--- src/hdl/vwwb_pkg.sv ---
// shared constants, types and helpers of the vertex wind weight bake block
`timescale 1ns / 1ps

package vwwb_pkg;

  // table geometry
  localparam int MAX_NODES  = 4096;
  localparam int DEPTH_BITS = 8;
  localparam int NODE_AW    = (MAX_NODES > 1) ? $clog2(MAX_NODES) : 1;

  // q0.16 values run 0..1.0 inclusive, so they need 17 bits
  localparam int FRAC_BITS = 16;
  localparam int Q_W       = FRAC_BITS + 1;
  localparam int Q_WIDE    = 20;
  localparam logic [Q_W-1:0] Q_ONE = 17'h10000;

  // divider operand widths: dividend up to world_z * 10, divisor tree height
  localparam int DIV_AW = 35;
  localparam int DIV_DW = 32;

  // multiplier operand and product widths
  localparam int MUL_W  = 18;
  localparam int PROD_W = 2 * MUL_W;

  // 3.0 in q0.16, for the smoothstep term
  localparam logic [MUL_W-1:0] SMOOTH_K = 18'd196608;

  localparam logic [DEPTH_BITS-1:0] DEPTH_FLOOR   = DEPTH_BITS'(4);
  localparam logic [31:0]           TREE_H_RESET  = 32'd65536;

  // request kinds
  localparam logic REQ_LOAD   = 1'b0;
  localparam logic REQ_VERTEX = 1'b1;

  typedef enum logic [2:0] {
    ST_IDLE,
    ST_READ,
    ST_DIV_D,
    ST_DIV_T,
    ST_CALC,
    ST_OUT
  } ctl_state_t;

  typedef enum logic [2:0] {
    MS_T2,
    MS_S,
    MS_OO,
    MS_TRUNK,
    MS_D2,
    MS_BRANCH,
    MS_TWIG,
    MS_LEAF
  } mul_step_t;

  typedef struct packed {
    logic                  en;
    logic [NODE_AW-1:0]    addr;
    logic [DEPTH_BITS-1:0] data;
  } mem_wr_t;

  typedef struct packed {
    logic              start;
    logic [DIV_AW-1:0] a;
    logic [DIV_DW-1:0] d;
  } div_req_t;

  typedef struct packed {
    logic           done;
    logic [Q_W-1:0] q;
  } div_rsp_t;

  typedef struct packed {
    logic           start;
    logic [Q_W-1:0] d;
    logic [Q_W-1:0] t;
  } calc_req_t;

  typedef struct packed {
    logic       done;
    logic [7:0] trunk;
    logic [7:0] branch;
    logic [7:0] twig;
    logic [7:0] leaf;
  } calc_rsp_t;

  function automatic logic [Q_W-1:0] clamp_one(input logic [Q_WIDE-1:0] v);
    return (v > Q_WIDE'(Q_ONE)) ? Q_ONE : v[Q_W-1:0];
  endfunction

  // w * 255 / 65536, round half up
  function automatic logic [7:0] to_byte(input logic [Q_W-1:0] w);
    logic [24:0] acc;
    acc = {w, 8'b0} - 25'(w) + 25'd32768;
    return acc[23:16];
  endfunction

endpackage

--- src/hdl/vwwb_div.sv ---
// serial q0.16 divider with clamp to 1.0, one quotient bit per cycle
`timescale 1ns / 1ps

module vwwb_div
  import vwwb_pkg::*;
(
  input  logic     clk,
  input  logic     rst_n,
  input  div_req_t req,
  output div_rsp_t rsp
);

  localparam int CNT_W = $clog2(FRAC_BITS);

  logic                 busy_r;
  logic                 done_r;
  logic                 sat_r;
  logic [CNT_W-1:0]     cnt_r;
  logic [DIV_DW-1:0]    rem_r;
  logic [DIV_DW-1:0]    dvs_r;
  logic [FRAC_BITS-1:0] quo_r;

  logic [DIV_DW:0] shifted;
  logic [DIV_DW:0] diff;
  logic            ge;

  assign shifted = {rem_r, 1'b0};
  assign diff    = shifted - {1'b0, dvs_r};
  assign ge      = shifted >= {1'b0, dvs_r};

  always_ff @(posedge clk) begin
    if (!rst_n) begin
      busy_r <= 1'b0;
      done_r <= 1'b0;
      cnt_r  <= '0;
    end else begin
      done_r <= 1'b0;
      if (req.start) begin
        busy_r <= 1'b1;
        cnt_r  <= '0;
      end else if (busy_r) begin
        cnt_r <= cnt_r + CNT_W'(1);
        if (cnt_r == CNT_W'(FRAC_BITS - 1)) begin
          busy_r <= 1'b0;
          done_r <= 1'b1;
        end
      end
    end
  end

  // integer part of one or more means the quotient clamps to 1.0
  always_ff @(posedge clk) begin
    if (req.start) begin
      sat_r <= req.a >= DIV_AW'(req.d);
      rem_r <= req.a[DIV_DW-1:0];
      dvs_r <= req.d;
      quo_r <= '0;
    end else if (busy_r) begin
      rem_r <= ge ? diff[DIV_DW-1:0] : shifted[DIV_DW-1:0];
      quo_r <= {quo_r[FRAC_BITS-2:0], ge};
    end
  end

  assign rsp.done = done_r;
  assign rsp.q    = sat_r ? Q_ONE : {1'b0, quo_r};

endmodule

--- config.mk ---
export PLATFORM = sky130hd
export DESIGN_NAME = vwwb_div
export DESIGN_NICKNAME = d
export VERILOG_FILES = /design/src/hdl/vwwb_pkg.sv /design/src/hdl/vwwb_div.sv
export SDC_FILE = /design/constraint.sdc
export NUM_CORES = 1
export LEC_CHECK = 0
export ABC_AREA = 0
export BUFFER_PORTS_ARGS = -buffer_cell sky130_fd_sc_hd__buf_2
export CAP_MARGIN = 20
export CORE_MARGIN = 1
export CORE_UTILIZATION = 40
export DETAILED_ROUTE_END_ITERATION = 10
export PLACE_DENSITY = 0.59
export SLEW_MARGIN = 20
export SYNTH_ARGS = -nofsm -noshare
export SYNTH_HDL_FRONTEND = slang
export SYNTH_SLANG_ARGS = --single-unit
--- constraint.sdc ---
create_clock -name clk -period 5.07 [get_ports clk]
set_clock_uncertainty 0.15 [all_clocks]
set_input_delay 0.7605 -clock clk [delete_from_list [all_inputs] [get_ports clk]]
set_output_delay 0.7605 -clock clk [all_outputs]
set_load 0.02 [all_outputs]
==> flow_metrics.py <==
metrics = {
    "run_status": {
        "status": "finished, final reports clean",
    },
    "clocking": {
        "cts_resized": 0,
        "numCtsBuffers": 9,
        "cts-hold-fix-buffers": 0,
        "clk_latency_ns": 0.36,
        "cts_tree": "built",
        "cts-root-buf": "clkbuf_16",
        "cts_max_path_buffers": 2,
        "clk_pin_slew_ns": 0.07,
        "cts_setup_buffers": 0,
        "cts_max_level": 3,
        "clkSinkCount": 87,
    },
    "setup_path": {
        "start_kind": "flop",
        "worstPathMaxFanout": 28,
        "crit_type": "reg -> reg",
        "end_kind": "flop",
        "cp_data_arrival_time_ns": 3.46,
        "required_ns": 5.04,
    },
    "detailed_routing": {
        "drtPass1Iterations": 5,
        "drc": 0,
        "drt.antenna.violating_nets": 0,
        "initialDrtViolationCount": 230,
        "viasPerCell": 5.472,
        "drt-total-wl_mm": 15.05,
        "wl_per_cell_um": 15.81,
        "via_count": 5209,
    },
    "floorplan": {
        "start_util_pct": 41.55,
        "num_rows": 45,
        "ios": 88,
        "die-width_um": 128.6,
        "core-area_mm2": 0.01543,
        "fp.dieArea_mm2": 0.01654,
        "die_h_um": 128.6,
    },
    "sta": {
        "tns_ns": 0,
        "fin_crit_sh_pct": 68.96,
        "fmax_ghz": 0.2860,
        "setup-violations-final": 0,
        "final-hold-violation-count": 0,
        "slew_headroom_pct": 27.05,
        "rsz0062_at_grt": "no",
        "layout_min_cycle_time_ns": 3.496,
        "slew_violations": 0,
        "tightest_slew_ns": 1.093,
    },
    "final_layout": {
        "syn2layout_area_growth_pct": 12.84,
        "drive_above_1_share_pct": 16.87,
        "antennaDiodeCount": 0,
        "final_nets": 872,
    },
    "logic_synthesis": {
        "yosys.area.top_type": "edfxtp_1",
        "synth_cell_types": 72,
        "synth_area_mm2": 0.006410,
        "syn-num-nets": 803,
        "synthArstFlopShare_pct": 0,
        "synth_top_flop_cell": "edfxtp_1",
        "synth-edff-count": 65,
        "ys_warn_count": 0,
        "syn_inst": 667,
        "postSynthAreaPerCell_um2": 9.610,
        "seq_area_frac_synth_pct": 37.32,
        "ys_ff_latch": 87,
        "yosys.area.top_type_share_pct": 30.45,
        "synth.area.top_cells": "edfxtp_1 30%, ha_1 13%, dfxtp_1 6.9%, inv_1 4.5%, nor2b_1 3.3%",
    },
    "placed_design": {
        "globalplace.congestion": 0.8460,
        "port_buffers": 87,
        "place_hpwl_mm": 11.31,
    },
    "power": {
        "p_per_area_mw_per_mm2": 407.6,
        "total_power_w": 0.002949,
        "power.leakage_nw": 3.275,
        "peakVddDrop_mv": 0.1970,
    },
    "global_route": {
        "grtUsageTotal_pct": 19.56,
        "grt_pass1_wl_mm": 25.32,
        "overflow": 0,
        "antenna_found_initial": 0,
        "first_global_vias": 5130,
        "grt_max_degree": 49,
    },
    "job": {
        "maxCapViolCount": 0,
    },
    "hold_path": {
        "hp-class": "reg -> reg",
    },
}
## worst paths after layout
check	from	endpoint	slack, ns	depth (start not counted)
worst max-delay path	rem_r[3]	rem_r[1]	1.57	10
worst min-delay path	cnt_r[3]	done_r	0.34	2
worst max register to register	rem_r[3]	rem_r[1]	1.57	10
worst min register to register	cnt_r[3]	done_r	0.34	2
## per-layer routing
layer / track usage, % / part of all wire (%) / up-vias
met5: 0 / 0 / -
li1: - / - / 2575
met1: 25.67 / 48 / 2511
met3: 3.784 / 3.8 / 20
met2: 31.64 / 46 / 103
met4: 7.958 / 2.2 / 0
## cells by family (layout without fill, tap and decap cells)
family | Yosys count | after routing | share of synthesized area [%]
simple gates | 187 | 187 | 15.69
flops | 87 | 87 | 37.32
fa+ha+maj | 66 | 66 | 13.00
mux | 20 | 20 | 3.221
buf+inv | 109 | 183 | 7.788
xor+xnor | 29 | 29 | 3.963
compound gates | 169 | 169 | 19.01
## worst max-delay path: stages (launching register included)
cell      delay (ns)
edfxtp_1        0.40
ha_1            0.38
a21o_1          0.20
a31oi_1         0.29
a211oi_2        0.16
nor3_2          0.51
o211ai_1        0.26
a21oi_4         0.19
buf_4           0.31
mux2i_1         0.12
mux2_2          0.27
## metrics by stage
stage	util (%)	cell area [µm²]	worst slack [ns]	std cells	hold slack, ns
after floorplan	-	6410	2.059	667	0.2892
after detailed placement	44.91	6928	1.599	936	0.3167
final	46.89	7233	1.574	952	0.3365
after CTS	46.89	7233	1.569	952	0.3391
after global routing	46.89	7233	1.354	952	0.3672
after global placement	44.91	6928	1.679	936	0.3174
## synthesized netlist by cell type, types with 9 or more instances
cell type / count
a21o_1: 26
a21oi_1: 34
clkbuf_1: 11
dfxtp_1: 22
edfxtp_1: 65
ha_1: 65
inv_1: 76
mux2i_1: 18
nand2_1: 40
nand3_1: 11
nand3b_1: 15
nand4_1: 9
nor2_1: 37
nor2b_1: 34
nor3_1: 12
o21ai_0: 15
o311ai_1: 15
xnor2_1: 15
xor2_1: 14
## sequential cells by signal, summed over array words and instances (netlist names)
| name | cells |
|---|---|
| dvs_r | 32 |
| rem_r | 32 |
| quo_r | 16 |
| cnt_r | 4 |
| busy_r | 1 |
| done_r | 1 |
| sat_r | 1 |
## cell usage in the layout, fill, tap and decap left out, types with 18 or more instances in the layout
| master | instances |
|---|---|
| a21o_1 | 26 |
| a21oi_1 | 34 |
| buf_2 | 86 |
| dfxtp_1 | 22 |
| edfxtp_1 | 65 |
| ha_1 | 65 |
| inv_1 | 76 |
| mux2i_1 | 18 |
| nand2_1 | 40 |
| nor2_1 | 37 |
| nor2b_1 | 34 |
## power breakdown
group	internal, W	total [W]	switching (W)
Sequential	0.000906	0.000969	0.0000630
Combinational	0.000542	0.00128	0.000739
Clock	0.000375	0.000698	0.000324
## layout make-up
type	count	area [µm²]
clock buffers	10	250.2
repair buffers	91	467.9
inverters	76	285.3
flip-flops and latches	87	2392
clock inverters	6	55.05
multi-input cells	471	3518
fillers	1534	8194
well taps	211	264.0
Power figures use the tool's default switching activity.
