===== src/hdl/vwwb_pkg.sv =====
// shared constants, types and helpers of the vertex wind weight bake block
`timescale 1ns / 1ps

package vwwb_pkg;

  // table geometry
  localparam int MAX_NODES  = 4096;
  localparam int DEPTH_BITS = 8;
  localparam int NODE_AW    = (MAX_NODES > 1) ? $clog2(MAX_NODES) : 1;

  // q0.16 values run 0..1.0 inclusive, so they need 17 bits
  localparam int FRAC_BITS = 16;
  localparam int Q_W       = FRAC_BITS + 1;
  localparam int Q_WIDE    = 20;
  localparam logic [Q_W-1:0] Q_ONE = 17'h10000;

  // divider operand widths: dividend up to world_z * 10, divisor tree height
  localparam int DIV_AW = 35;
  localparam int DIV_DW = 32;

  // multiplier operand and product widths
  localparam int MUL_W  = 18;
  localparam int PROD_W = 2 * MUL_W;

  // 3.0 in q0.16, for the smoothstep term
  localparam logic [MUL_W-1:0] SMOOTH_K = 18'd196608;

  localparam logic [DEPTH_BITS-1:0] DEPTH_FLOOR   = DEPTH_BITS'(4);
  localparam logic [31:0]           TREE_H_RESET  = 32'd65536;

  // request kinds
  localparam logic REQ_LOAD   = 1'b0;
  localparam logic REQ_VERTEX = 1'b1;

  typedef enum logic [2:0] {
    ST_IDLE,
    ST_READ,
    ST_DIV_D,
    ST_DIV_T,
    ST_CALC,
    ST_OUT
  } ctl_state_t;

  typedef enum logic [2:0] {
    MS_T2,
    MS_S,
    MS_OO,
    MS_TRUNK,
    MS_D2,
    MS_BRANCH,
    MS_TWIG,
    MS_LEAF
  } mul_step_t;

  typedef struct packed {
    logic                  en;
    logic [NODE_AW-1:0]    addr;
    logic [DEPTH_BITS-1:0] data;
  } mem_wr_t;

  typedef struct packed {
    logic              start;
    logic [DIV_AW-1:0] a;
    logic [DIV_DW-1:0] d;
  } div_req_t;

  typedef struct packed {
    logic           done;
    logic [Q_W-1:0] q;
  } div_rsp_t;

  typedef struct packed {
    logic           start;
    logic [Q_W-1:0] d;
    logic [Q_W-1:0] t;
  } calc_req_t;

  typedef struct packed {
    logic       done;
    logic [7:0] trunk;
    logic [7:0] branch;
    logic [7:0] twig;
    logic [7:0] leaf;
  } calc_rsp_t;

  function automatic logic [Q_W-1:0] clamp_one(input logic [Q_WIDE-1:0] v);
    return (v > Q_WIDE'(Q_ONE)) ? Q_ONE : v[Q_W-1:0];
  endfunction

  // w * 255 / 65536, round half up
  function automatic logic [7:0] to_byte(input logic [Q_W-1:0] w);
    logic [24:0] acc;
    acc = {w, 8'b0} - 25'(w) + 25'd32768;
    return acc[23:16];
  endfunction

endpackage


===== src/hdl/vwwb_calc.sv =====
// weight sequencer: eight q0.16 products through one shared multiplier
`timescale 1ns / 1ps

module vwwb_calc
  import vwwb_pkg::*;
(
  input  logic      clk,
  input  logic      rst_n,
  input  calc_req_t req,
  output calc_rsp_t rsp
);

  logic      busy_r;
  logic      wb_r;
  logic      done_r;
  mul_step_t step_r;
  mul_step_t step_nxt;

  logic [Q_W-1:0] t_r, d_r, om_r, t2_r, s_r, oo_r, d2_r;
  logic [Q_W-1:0] trunk_r, branch_r, twig_r, leaf_r;
  logic [PROD_W-1:0] prod_r;

  logic [MUL_W-1:0]  op_a;
  logic [MUL_W-1:0]  op_b;
  logic [Q_WIDE-1:0] wb_raw;
  logic [Q_W-1:0]    wb_val;

  // operand select and step order
  always_comb begin
    op_a     = MUL_W'(t_r);
    op_b     = MUL_W'(t_r);
    step_nxt = MS_LEAF;
    case (step_r)
      MS_T2: begin
        op_a = MUL_W'(t_r);   op_b = MUL_W'(t_r);   step_nxt = MS_S;
      end
      MS_S: begin
        op_a = MUL_W'(t2_r);  op_b = SMOOTH_K - {t_r, 1'b0}; step_nxt = MS_OO;
      end
      MS_OO: begin
        op_a = MUL_W'(om_r);  op_b = MUL_W'(om_r);  step_nxt = MS_TRUNK;
      end
      MS_TRUNK: begin
        op_a = MUL_W'(oo_r);  op_b = MUL_W'(s_r);   step_nxt = MS_D2;
      end
      MS_D2: begin
        op_a = MUL_W'(d_r);   op_b = MUL_W'(d_r);   step_nxt = MS_BRANCH;
      end
      MS_BRANCH: begin
        op_a = MUL_W'(d_r);   op_b = MUL_W'(om_r);  step_nxt = MS_TWIG;
      end
      MS_TWIG: begin
        op_a = MUL_W'(d2_r);  op_b = MUL_W'(om_r);  step_nxt = MS_LEAF;
      end
      MS_LEAF: begin
        op_a = MUL_W'(d2_r);  op_b = MUL_W'(d_r);   step_nxt = MS_LEAF;
      end
      default: begin
        op_a = MUL_W'(t_r);   op_b = MUL_W'(t_r);   step_nxt = MS_LEAF;
      end
    endcase
  end

  // branch and twig carry the factor of four
  assign wb_raw = (step_r == MS_BRANCH || step_r == MS_TWIG) ? prod_r[33:14] : prod_r[35:16];
  assign wb_val = clamp_one(wb_raw);

  always_ff @(posedge clk) begin
    if (!rst_n) begin
      busy_r <= 1'b0;
      wb_r   <= 1'b0;
      done_r <= 1'b0;
      step_r <= MS_T2;
    end else begin
      done_r <= 1'b0;
      if (req.start) begin
        busy_r <= 1'b1;
        wb_r   <= 1'b0;
        step_r <= MS_T2;
      end else if (busy_r) begin
        wb_r <= !wb_r;
        if (wb_r) begin
          if (step_r == MS_LEAF) begin
            busy_r <= 1'b0;
            done_r <= 1'b1;
          end else begin
            step_r <= step_nxt;
          end
        end
      end
    end
  end

  always_ff @(posedge clk) begin
    if (req.start) begin
      t_r  <= req.t;
      d_r  <= req.d;
      om_r <= Q_ONE - req.d;
    end else if (busy_r && !wb_r) begin
      prod_r <= op_a * op_b;
    end else if (busy_r && wb_r) begin
      case (step_r)
        MS_T2:     t2_r     <= wb_val;
        MS_S:      s_r      <= wb_val;
        MS_OO:     oo_r     <= wb_val;
        MS_TRUNK:  trunk_r  <= wb_val;
        MS_D2:     d2_r     <= wb_val;
        MS_BRANCH: branch_r <= wb_val;
        MS_TWIG:   twig_r   <= wb_val;
        MS_LEAF:   leaf_r   <= wb_val;
        default:   leaf_r   <= wb_val;
      endcase
    end
  end

  assign rsp.done   = done_r;
  assign rsp.trunk  = to_byte(trunk_r);
  assign rsp.branch = to_byte(branch_r);
  assign rsp.twig   = to_byte(twig_r);
  assign rsp.leaf   = to_byte(leaf_r);

endmodule

===== config.mk =====
export PLATFORM = sky130hd
export DESIGN_NAME = vwwb_calc
export DESIGN_NICKNAME = d
export VERILOG_FILES = /design/src/hdl/vwwb_pkg.sv /design/src/hdl/vwwb_calc.sv
export SDC_FILE = /design/constraint.sdc
export NUM_CORES = 1
export LEC_CHECK = 0
export ABC_AREA = 1
export BUFFER_PORTS_ARGS = -buffer_cell sky130_fd_sc_hd__buf_2
export CORE_UTILIZATION = 70
export CTS_CLUSTER_DIAMETER = 150
export DETAILED_ROUTE_END_ITERATION = 12
export PLACE_DENSITY = 0.95
export SLEW_MARGIN = 20
export SYNTH_ARGS = -nofsm -noshare
export SYNTH_HDL_FRONTEND = slang
export SYNTH_SLANG_ARGS = --single-unit

===== constraint.sdc =====
create_clock -name clk -period 9 [get_ports clk]
set_input_delay 1.35 -clock clk [delete_from_list [all_inputs] [get_ports clk]]
set_output_delay 1.35 -clock clk [all_outputs]
set_load 0.01 [all_outputs]

==> results.json, run 1 <==
{
  "status": "completed",
  "yosys.area.top_type_share_pct": 26.8,
  "crit_path_start_kind": "register",
  "clock_sink_count": 214,
  "synth_cells": 2763,
  "overflow": 0,
  "port_buffers": 69,
  "final_setup_violating_endpoints": 0,
  "post-dp-hpwl_um": 55300,
  "min_period_over_period_pct": 84.9,
  "cp.required_ns": 9.29,
  "postLayoutSetupSlackWorst_ns": 1.36,
  "grt_pass1_wl_um": 108000,
  "synth_largest_area_cell": "edfxtp_1",
  "floorplan.die.width_um": 184,
  "numCtsBuffers": 23,
  "grt_max_degree": 53,
  "insertion_delay_ns": 0.55,
  "ctsResizeCount": 0,
  "criticalPathCategory": "register to register",
  "post_drt_wl_per_cell_um": 21.2,
  "i_o_pins": 70,
  "worstReg2RegEnd": "prod_r[24]",
  "synthesis.nets": 3243,
  "final_period_minus_worst_setup_slack_ns": 7.64,
  "clkSlewWorstSetupHoldPaths_ns": 0.07,
  "rr_worst_depth": 28,
  "slowest_delay_ns": 0.63,
  "max_slew_margin_pct": 16.0,
  "crit-reg2reg-launch": "step_r[0]",
  "number_of_antenna_violations_at_the_first_check_in_global_routing": 2,
  "totalNegativeSetupSlack_ns": 0,
  "holdCritPathClass": "register to register",
  "antenna_violating_nets_post_route": 0,
  "ctsLongestPathBuffers": 3,
  "dieArea_um2": 34000,
  "timing.clock.skew_ns": 0.0200,
  "critical_path_arrival_ns": 7.94,
  "yosysMostFrequentCell": "nand2_1",
  "flow.area_growth_from_synthesis_pct": 6.20,
  "final_net_count": 3303,
  "post-cts-setup-buffer-count": 0,
  "maxSlewViolCount": 0,
  "postSynthAreaPerCell_um2": 8.42,
  "synth-seq-area-share_pct": 27.4,
  "cpMaxStageDelayCell": "dfxtp_1",
  "grt.total_usage_pct": 42.0,
  "worstSetupStartpoint": "step_r[0]",
  "hold_buffers": 0,
  "first_global_vias": 20500,
  "report.final.hold_viol_count": 0,
  "postLayoutCoreUtil_pct": 75.8,
  "clock-root-buffer": "clkbuf_16",
  "path_common_cell": "inv_1",
  "pre_cts_slack_ns": 1.59,
  "drc_violations_left": 0,
  "synth.ff_latch_count": 214,
  "critPathCaptureType": "register",
  "drt_first_pass_iters": 9,
  "place.gp.congestion": 1.07,
  "crit_path_end": "prod_r[24]",
  "grt_setup_unrepaired": "no",
  "ctsHtreeMaxLevel": 1,
  "synth_cell_type_count": 53,
  "synth-edff-count": 208,
  "initial_utilization_pct": 71.3,
  "post_synth_most_frequent_cells": "nand2_1, inv_1, nor2_1, fa_1, edfxtp_1",
  "drt_iter0_drc": 2947,
  "postSynth.asyncResetShare_pct": 0,
  "rrSetupSlack_ns": 1.36,
  "synthTopCellsByArea": "edfxtp_1, fa_1, ha_1",
  "biggest_fanout_along_the_worst_timing_path": 24,
  "core_region_area_um2": 32600,
  "drive_above_1_share_pct": 7.11,
  "ys.flop_type": "edfxtp_1",
  "synthesis.area_um2": 23300,
  "route.vias.total": 20400,
  "worst_tran_pin_value_ns": 1.26,
  "dp_cells": 3240,
  "wl_um": 69500,
  "yosysWarningCount": 0,
  "max_clock_freq_mhz": 131,
  "post_layout_nonfiller_instances": 3283,
  "max-cap-violations": 0,
  "viasPerCell": 6.23,
  "die_height_um": 184,
  "core.rowCount": 66,
  "clock_tree_from_tritoncts": "yes"
}
critical path: cells and delay by family, from the launching register on:
kind                     cells  cell delay [ns]
flip-flops                   1             0.63
AO/OA/AOI/OAI                3             0.59
AND/OR/NAND/NOR             10             1.38
adder cells (fa/ha/maj)      7             3.56
buffers and inverters        8             1.23
worst min path at each step:
stage,from,endpoint,slack [ns],cells after the start
final,wb_r,step_r[0],0.53,2
after global placement,busy_r,busy_r,0.48,2
after floorplan,busy_r,busy_r,0.47,2
after detailed placement,busy_r,busy_r,0.50,2
after CTS,wb_r,step_r[0],0.53,2
after global routing,wb_r,step_r[0],0.55,2
through the flow:
| step | hold slack (ns) | area [um^2] |
|---|---|---|
| finish | 0.534 | 24700 |
| global route | 0.552 | 24700 |
| CTS | 0.525 | 24700 |
| detailed placement | 0.500 | 24000 |
| global placement | 0.485 | 24000 |
| floorplan | 0.472 | 23300 |
sequential cells by signal, summed over array words and instances (netlist names):
register and flops:
busy_r 1, oo_r 17, done_r 1, om_r 16, d_r 17, wb_r 1
branch_r 17, twig_r 17, trunk_r 17, leaf_r 17, t_r 17, step_r 3
d2_r 17, t2_r 17, s_r 17, prod_r 22
metal layers:
layer / share of wire [%] / track usage, % / vias up
li1: - / - / 8980
met5: 0 / 0 / -
met1: 34 / 52.3 / 9479
met4: 7.2 / 24.9 / 0
met2: 45 / 66.2 / 1573
met3: 13 / 10.9 / 411
layout make-up:
type	instances	area [um^2]
clock buffers	25	583
flip-flops and latches	214	6370
diodes	1	2.50
repair buffers	84	458
multi-input cells	1960	14600
fillers	2332	7900
well taps	442	553
inverters	540	2030
clock inverters	17	144
placed cells by master, fill, tap and decap left out, drive strengths merged, types with 20 or more instances in the layout:
| cell | count |
|---|---|
| inv | 541 |
| edfxtp | 208 |
| a21oi | 116 |
| nor2 | 295 |
| nor3 | 41 |
| fa | 239 |
| nand2 | 603 |
| xor2 | 42 |
| a21o | 20 |
| nand4 | 26 |
| ha | 204 |
| buf | 84 |
| clkbuf | 25 |
| o21ai | 63 |
| nand3 | 197 |
kinds of logic (layout without fill, tap and decap cells):
family                   count (synthesis)  after routing  share of synthesized area (%)
AO/OA/AOI/OAI                          278            278                           7.62
XOR/XNOR                                51             51                           1.92
adder cells (fa/ha/maj)                443            443                           31.5
buffers and inverters                  589            666                           10.1
flip-flops                             214            214                           27.4
other                                    0              1                              0
AND/OR/NAND/NOR                       1188           1188                           21.5
Power of run 1 is left out: the tool's default activity adds up to more than one toggle a clock period on the data nets, which glitch-free logic cannot reach.
==> inputs of run 2 (changes only) <==
--- a/config.mk
+++ b/config.mk
@@ -7,10 +7,10 @@
 export LEC_CHECK = 0
 export ABC_AREA = 1
 export BUFFER_PORTS_ARGS = -buffer_cell sky130_fd_sc_hd__buf_2
-export CORE_UTILIZATION = 70
+export CORE_UTILIZATION = 65
 export CTS_CLUSTER_DIAMETER = 150
 export DETAILED_ROUTE_END_ITERATION = 12
-export PLACE_DENSITY = 0.95
+export PLACE_DENSITY = 0.94
 export SLEW_MARGIN = 20
 export SYNTH_ARGS = -nofsm -noshare
 export SYNTH_HDL_FRONTEND = slang
==> constraint.sdc (replaced) <==
create_clock -name clk -period 7.94 [get_ports clk]
set_input_delay 1.191 -clock clk [delete_from_list [all_inputs] [get_ports clk]]
set_output_delay 1.191 -clock clk [all_outputs]
set_load 0.01 [all_outputs]
==> run 2 against run 1 <==
Global-route usage down 3.5 points. Via count about the same. Clock skew down 0.0061 ns. First-iteration DRC count down 8.6%. Cell area up 1.5%. Core utilization down 3.8 points. Sequential share of layout area down 0.38 points. Critical path depth down 2. Wire length down 1.1%. Clock-buffer cell count up 4. Die area up 7.6%. Flip-flop and latch count unchanged.
==> results.json, run 2 (synthesized netlist as in run 1, its figures left out) <==
{
  "status": "completed",
  "core_region_area_um2": 34900,
  "min_period_over_period_pct": 95.0,
  "maxSlewViolCount": 0,
  "post_drt_wl_per_cell_um": 20.7,
  "timing.clock.skew_ns": 0.0139,
  "numCtsBuffers": 25,
  "die_height_um": 191,
  "pre_cts_slack_ns": 0.363,
  "cp.required_ns": 8.22,
  "route.top_layer_used": "met5",
  "postLayoutCoreUtil_pct": 71.9,
  "met1_length_um": 24100,
  "met3RoutedLength_um": 9510,
  "antenna_violating_nets_post_route": 0,
  "max_slew_margin_pct": 18.5,
  "met2RoutedLength_um": 31000,
  "whs_path_depth": 2,
  "clkSlewWorstSetupHoldPaths_ns": 0.06,
  "critPathCaptureType": "register",
  "i_o_pins": 70,
  "rr_worst_depth": 26,
  "most-common-layout-cells": "nand2_1, inv_1, nor2_1",
  "number_of_antenna_violations_at_the_first_check_in_global_routing": 2,
  "core.rowCount": 68,
  "wl_um": 68700,
  "critical_path_arrival_ns": 7.82,
  "first_global_vias": 20200,
  "floorplan.die.width_um": 191,
  "max-cap-violations": 0,
  "totalNegativeSetupSlack_ns": 0,
  "max_clock_freq_mhz": 133,
  "flow.area_growth_from_synthesis_pct": 7.83,
  "antenna_cells": 0,
  "port_buffers": 69,
  "post-dp-hpwl_um": 54400,
  "min_delay_worst_endpoint": "busy_r",
  "grt_max_degree": 53,
  "place.gp.congestion": 1.07,
  "final_net_count": 3326,
  "drt_iter0_drc": 2694,
  "biggest_fanout_along_the_worst_timing_path": 16,
  "route.vias.total": 20400,
  "criticalPathCategory": "register to register",
  "layout.cells.most_common": "nand2_1",
  "grt_pass1_wl_um": 107000,
  "hold_buffers": 0,
  "crit-reg2reg-launch": "step_r[0]",
  "postLayoutSetupSlackWorst_ns": 0.399,
  "drive_above_1_share_pct": 8.10,
  "ctsHtreeMaxLevel": 1,
  "final_period_minus_worst_setup_slack_ns": 7.54,
  "insertion_delay_ns": 0.56,
  "ctsLongestPathBuffers": 3,
  "grt.total_usage_pct": 38.6,
  "drt_first_pass_iters": 7,
  "worst_tran_pin_value_ns": 1.22,
  "initial_utilization_pct": 66.7,
  "largest_register_ff_count": 22,
  "clock_sink_count": 214,
  "rrSetupSlack_ns": 0.40,
  "most_flops_register": "prod_r",
  "holdCritPathClass": "register to register",
  "crit_path_start_kind": "register",
  "clock-root-buffer": "clkbuf_16",
  "viasPerCell": 6.15,
  "dieArea_um2": 36600,
  "overflow": 0,
  "grt_setup_unrepaired": "no",
  "final_setup_violating_endpoints": 0,
  "worstReg2RegEnd": "prod_r[28]",
  "drc_violations_left": 0,
  "min-delay-start": "busy_r",
  "report.final.hold_viol_count": 0,
  "clock_tree_from_tritoncts": "yes"
}
[run 2: worst max path at each step]
stage,from,endpoint,slack (ns),cells after the start
6_report,step_r[0],prod_r[28],0.40,26
5_1_grt,step_r[2],prod_r[28],0.04,29
4_1_cts,step_r[2],prod_r[28],0.29,29
3_5_place_dp,step_r[2],prod_r[27],0.36,27
3_3_place_gp,step_r[2],prod_r[32],0.49,29
2_1_floorplan,t_r[0],prod_r[29],1.74,32
[run 2: routing by layer]
layer  track usage, %  vias to the layer above
met5                0                        -
met4             19.0                        4
met3             10.7                      352
met2             61.0                     1525
met1             48.8                     9523
li1                 -                     9024
[run 2: worst max-delay path, stage by stage (launching register included)]
cell and delay [ns]:
dfxtp_1 0.61, inv_4 0.12, nand3_2 0.23, inv_2 0.14, a22oi_1 0.30, nand2_1 0.10, o21ai_1 0.40, clkinvlp_4 0.50
nand2_1 0.23, fa_1 0.43, fa_1 0.48, fa_1 0.54, inv_1 0.05, fa_1 0.50, fa_1 0.49, inv_1 0.05
fa_1 0.48, inv_1 0.05, ha_1 0.35, nand2_1 0.14, nor2_1 0.21, inv_1 0.10, nor3_1 0.28, and3_1 0.21
nand2_1 0.07, nand4_1 0.07, nand2_1 0.11
[run 2: timing repair]
action / CTS / global route
setup endpoints to repair: 0 / 21
setup buffers: 0 / 4
gates resized for setup: 0 / 7
[run 2: final cells by class]
class,instances,area [um^2]
Clock buffer,29,641
Clock inverter,17,249
Inverter,540,2040
Timing Repair Buffer,105,628
Multi-Input combinational cell,1960,14600
Sequential cell,214,6370
Fill cell,2553,9790
Tap cell,455,569
[run 2: per-stage QoR]
stage / cells / cell area (um^2) / hold slack [ns]
after floorplan: 2763 / 23300 / 0.472
after global placement: 3270 / 24100 / 0.492
after detailed placement: 3270 / 24100 / 0.504
after CTS: 3316 / 25000 / 0.512
after global routing: 3320 / 25100 / 0.561
final: 3320 / 25100 / 0.527
Power of run 2 is left out for the same reason.
